## src/assert_macros.svh

```systemverilog
// Assertion macros for the Poly1305 RTL.
// No dependencies; included by poly1305_mac, which checks its own logic.
`ifndef ASSERT_MACROS_SVH
`define ASSERT_MACROS_SVH

// Same-cycle implication, held off during reset.
`define AST_IMPLY(label, clk, rst_n, ante, cons, msg) \
	label: assert property (@(posedge clk) disable iff (!rst_n) (ante) |-> (cons)) else $error(msg);

// Next-cycle implication, held off during reset.
`define AST_NEXT(label, clk, rst_n, ante, cons, msg) \
	label: assert property (@(posedge clk) disable iff (!rst_n) (ante) |=> (cons)) else $error(msg);

`endif

```

## src/p1305_pkg.sv

```systemverilog
// Shared types and constants for the Poly1305 authenticator.
// No dependencies.
package p1305_pkg;

	localparam int LIMB_W = 32;
	localparam int WORD_W = 64;
	localparam int BLK_BYTES = 16;

	typedef enum logic [1:0] {
		REG_R_LOW  = 2'd0,
		REG_R_HIGH = 2'd1,
		REG_S_LOW  = 2'd2,
		REG_S_HIGH = 2'd3
	} cfg_reg_t;

	typedef enum logic [2:0] {
		ST_IDLE,
		ST_MUL,
		ST_RED,
		ST_FIN1,
		ST_FIN2
	} state_t;

	typedef struct packed {
		logic       take;
		logic       mul_go;
		logic [1:0] mul_idx;
		logic       sum_go;
		logic [1:0] sum_idx;
		logic       red_go;
		logic [1:0] red_idx;
		logic       fin1;
		logic       load;
	} cmd_t;

	typedef struct packed {
		logic nonempty;
		logic last;
	} stat_t;

endpackage

```

## src/p1305_ctrl.sv

```systemverilog
// Sequencer for the Poly1305 datapath: block intake, multiply, reduce, finalize.
// Depends on p1305_pkg.
module p1305_ctrl (
	input  logic              clk,
	input  logic              arst_n,
	input  logic              in_valid,
	output logic              in_ready,
	output logic              out_valid,
	input  logic              out_ready,
	input  p1305_pkg::stat_t  stat,
	output p1305_pkg::cmd_t   cmd
);

	p1305_pkg::state_t state_q, state_nxt;
	logic [2:0] cnt_q, cnt_nxt;
	logic       last_q;
	logic       out_valid_q;
	logic       take;
	logic       slot_free;

	assign in_ready  = (state_q == p1305_pkg::ST_IDLE);
	assign take      = in_valid && in_ready;
	assign slot_free = !out_valid_q || out_ready;
	assign out_valid = out_valid_q;

	always_comb begin
		state_nxt = state_q;
		cnt_nxt   = cnt_q;
		unique case (state_q)
			p1305_pkg::ST_IDLE: begin
				cnt_nxt = 3'd0;
				if (take) begin
					if (stat.nonempty)
						state_nxt = p1305_pkg::ST_MUL;
					else if (stat.last)
						state_nxt = p1305_pkg::ST_FIN1;
				end
			end
			p1305_pkg::ST_MUL: begin
				if (cnt_q == 3'd4) begin
					state_nxt = p1305_pkg::ST_RED;
					cnt_nxt   = 3'd0;
				end else begin
					cnt_nxt = cnt_q + 3'd1;
				end
			end
			p1305_pkg::ST_RED: begin
				if (cnt_q == 3'd3) begin
					state_nxt = last_q ? p1305_pkg::ST_FIN1 : p1305_pkg::ST_IDLE;
					cnt_nxt   = 3'd0;
				end else begin
					cnt_nxt = cnt_q + 3'd1;
				end
			end
			p1305_pkg::ST_FIN1: state_nxt = p1305_pkg::ST_FIN2;
			p1305_pkg::ST_FIN2: begin
				if (slot_free)
					state_nxt = p1305_pkg::ST_IDLE;
			end
			default: state_nxt = p1305_pkg::ST_IDLE;
		endcase
	end

	always_comb begin
		cmd         = '0;
		cmd.take    = take;
		cmd.mul_idx = cnt_q[1:0];
		cmd.sum_idx = 2'(cnt_q - 3'd1);
		cmd.red_idx = cnt_q[1:0];
		unique case (state_q)
			p1305_pkg::ST_MUL: begin
				cmd.mul_go = (cnt_q != 3'd4);
				cmd.sum_go = (cnt_q != 3'd0);
			end
			p1305_pkg::ST_RED:  cmd.red_go = 1'b1;
			p1305_pkg::ST_FIN1: cmd.fin1 = 1'b1;
			p1305_pkg::ST_FIN2: cmd.load = slot_free;
			default: ;
		endcase
	end

	always_ff @(posedge clk or negedge arst_n) begin
		if (!arst_n) begin
			state_q     <= p1305_pkg::ST_IDLE;
			cnt_q       <= 3'd0;
			last_q      <= 1'b0;
			out_valid_q <= 1'b0;
		end else begin
			state_q <= state_nxt;
			cnt_q   <= cnt_nxt;
			if (take)
				last_q <= stat.last;
			if (cmd.load)
				out_valid_q <= 1'b1;
			else if (out_ready)
				out_valid_q <= 1'b0;
		end
	end

endmodule

```

## config.mk

```make
export PLATFORM = sky130hd
export DESIGN_NAME = p1305_ctrl
export DESIGN_NICKNAME = d
export VERILOG_FILES = /design/src/assert_macros.svh /design/src/p1305_pkg.sv /design/src/p1305_ctrl.sv
export SDC_FILE = /design/constraint.sdc
export NUM_CORES = 1
export LEC_CHECK = 0
export BUFFER_PORTS_ARGS = -buffer_cell sky130_fd_sc_hd__buf_2
export CAP_MARGIN = 20
export CORE_ASPECT_RATIO = 1.75
export CORE_MARGIN = 2
export CORE_UTILIZATION = 24
export CTS_CLUSTER_DIAMETER = 80
export DETAILED_ROUTE_END_ITERATION = 16
export HOLD_SLACK_MARGIN = 0.02
export PLACE_DENSITY = 0.55
export SLEW_MARGIN = 30
export SYNTH_ARGS = -nofsm -noshare
export SYNTH_HDL_FRONTEND = slang
export SYNTH_SLANG_ARGS = --single-unit
```

## constraint.sdc

```tcl
create_clock -name clk -period 2.1 [get_ports clk]
set_clock_uncertainty 0.05 [all_clocks]
set_input_delay 0.105 -clock clk [delete_from_list [all_inputs] [get_ports clk]]
set_output_delay 0.105 -clock clk [all_outputs]
set_load 0.01 [all_outputs]
```

==> flow_summary.toml <==
[clocking]
clock_sinks = 8
cts.clk_slew.worst_paths_ns = 0.04
ctsLongestPathBuffers = 2
cts_tree = "built"
numCtsBuffers = 3
h-tree-depth = 1
cts.repair.resized = 0
cts-root-buf = "clkbuf_8"
clock_latency_ns = 0.23

[die]
row_count = 23
die_w_um = 40.5
start_util_pct = 24.9
core_region_area_um2 = 2240
io-pin-count = 20
die-height_um = 67.8
die_area_um2 = 2740

[synth]
yosysSeqAreaShare_pct = 35.9
netlist_top_cells_count = "8 x dfrtp_1, 6 x inv_1, 5 x buf_4"
syn_inst = 59
synth_top_area_share_pct = 35.9
synth_top_cell_by_area = "dfrtp_1"
synth_cell_types = 29
yosysMostFrequentCell = "dfrtp_1"
ys_async_sr_fraction_pct = 100
yosys-top-cells-area = "dfrtp_1 36%, ha_1 9.0%, buf_4 6.7%"
syn_area_um2 = 558
synth-edff-count = 0
synth.avg_cell_area_um2 = 9.46
ys_ff_latch = 8
synth.net_count = 69
synthFlopType = "dfrtp_1"
ys_warn_count = 0

[setup_path]
endpoint = "cmd[10]"
crit_start = "state_q[0]"
critPathMaxStageDelay_ns = 0.57
cpMaxStageDelayCell = "dfrtp_1"
crit_required_ns = 1.95
rr_endpoint = "state_q[0]"
cp-start-kind = "flop"
worst-r2r-cell-count = 3
worst-path-buf-inv = 2
path_class = "reg2out"
cp.arrival_ns = 1.58
reg2reg_slack_ns = 0.62
crit_path_end_kind = "output port"
worst-path-stages = 4
r2r-start = "state_q[0]"
cp_top_family = "flip-flops"
cp_max_fo = 11
crit_chain = "or3b_1 > a21o_1 > inv_1 > buf_2"

[sta]
fmax_mhz = 575
hold_viol_final = 0
slew_viol_final = 0
setup_viol_count_final = 0
fin_crit_sh_pct = 82.8
slew_headroom_pct = 70.3
period_minus_slack_ns = 1.74
rsz0062_at_grt = "no"
finalSetupTns_ns = 0
worstMarginPinSlew_ns = 0.445

[layout]
fillCellCount = 245
n_antenna_cell = 0
drive_gt1_share_pct = 32.4
nets = 86
seqCellArea_um2 = 200
areaGrowthSynthToFinish_pct = 22.4
multi_input_area_um2 = 283

[global_route]
grt_max_degree = 14
grt_pass1_vias = 417
grtUsageTotal_pct = 10.6
grt_first_pass_wirelength_um = 1930
gr-total-overflow = 0
antenna_found_initial = 0

[drt]
drtIter0Drc = 8
first_pass_iters = 2
num_vias = 467
ant_nets = 0
drc = 0
routed_via_density = 4.72
routed_wirelength_um = 1210
post_drt_wl_per_cell_um = 12.3

[place]
port_buffers = 19
place.gp.congestion = 0.690
dp_hpwl_um = 913

[job]
maxCapViolCount = 0

[outcome]
status = "finished clean"

[power]
powerDensity_nw_per_um2 = 1400
p_leak_nw = 0.357
ir_drop_mv = 0.527
total_power_w = 0.000954

[min_path]
hold_class = "in2reg"
## cell type report
cell class	instances	share of cell area, %
repair buffers	20	15.4
flip-flops and latches	8	29.3
multi-input cells	37	41.4
clock buffers	3	6.04
well taps	25	4.58
inverters	6	3.30
## registers in the layout, indices dropped and copies added (netlist names)
name,cells
cnt_q,3
state_q,3
last_q,1
out_valid,1
## worst register-to-register path, delay by kind of cell, from the launching register on
kind	cells	cell delay, ns
flops	1	0.57
simple gates	1	0.41
compound gates	2	0.39
## kinds of logic (layout without fill, tap and decap cells)
| group | count (synthesis) | after routing | share of synthesized area [%] |
|---|---|---|---|
| compound gates | 13 | 13 | 15.7 |
| xor+xnor | 1 | 1 | 1.57 |
| fa+ha+maj | 4 | 4 | 8.97 |
| buf+inv | 14 | 29 | 13.5 |
| flops | 8 | 8 | 35.9 |
| mux | 1 | 1 | 2.02 |
| simple gates | 18 | 18 | 22.4 |
## what timing repair did
action                                  CTS  global route
endpoints found under the setup margin    0             0
setup buffers                             0             0
hold buffers                              1             0
hold endpoints to repair                  8             0
## stage by stage
| stage | hold slack [ns] | setup WS [ns] | cell area, um^2 | cells | utilization (%) |
|---|---|---|---|---|---|
| finish | 0.0863 | 0.362 | 683 | 99 | 30.4 |
| global route | 0.101 | 0.266 | 683 | 99 | 30.4 |
| CTS | 0.0893 | 0.357 | 683 | 99 | 30.4 |
| detailed placement | -0.0862 | 0.599 | 632 | 95 | 28.1 |
| global placement | -0.0890 | 0.595 | 632 | 95 | 28.1 |
| floorplan | -0.241 | 0.779 | 558 | 59 | - |
## metal layers
layer / up-vias / GRT usage, % / share of wire (%)
met4: 0 / 6.25 / 2.1
met1: 212 / 13.0 / 44
met2: 20 / 15.5 / 46
met5: - / 0 / 0
met3: 4 / 3.29 / 7.2
li1: 231 / - / -
## how the worst min path moves through the flow
stage	start	end	slack [ns]	cells after the start
floorplan	arst_n	cnt_q[0]	-0.24	0
global placement	arst_n	cnt_q[2]	-0.09	1
detailed placement	arst_n	cnt_q[2]	-0.09	1
CTS	stat[0]	last_q	0.09	2
global route	stat[0]	last_q	0.10	2
finish	stat[0]	last_q	0.09	2
## layout by cell type, fill, tap and decap left out
cell / count
inv_1: 6
nand4b_1: 2
o21ai_1: 2
nor2_1: 3
or3b_1: 1
a21bo_1: 1
and3b_1: 1
a21oi_1: 1
o31ai_1: 1
xnor2_1: 1
o21bai_1: 1
nand2_1: 3
mux2_2: 1
a21o_1: 2
a22oi_1: 1
nand3_1: 1
dlygate4sd3_1: 1
ha_1: 4
clkbuf_8: 3
a32oi_1: 1
nand2b_1: 2
dfrtp_1: 8
nor3_1: 1
a31oi_1: 1
nor3b_1: 1
and3_1: 1
nand3b_1: 1
nor4b_4: 1
buf_2: 19
o21ai_0: 2
## report_power, final
group | internal [W] | leakage [nW] | switching (W) | total (W)
clock network | 0.000125 | 0.0216 | 0.0000672 | 0.000192
logic | 0.000216 | 0.231 | 0.000227 | 0.000443
registers | 0.000210 | 0.104 | 0.000109 | 0.000318
Power figures use the tool's default switching activity.
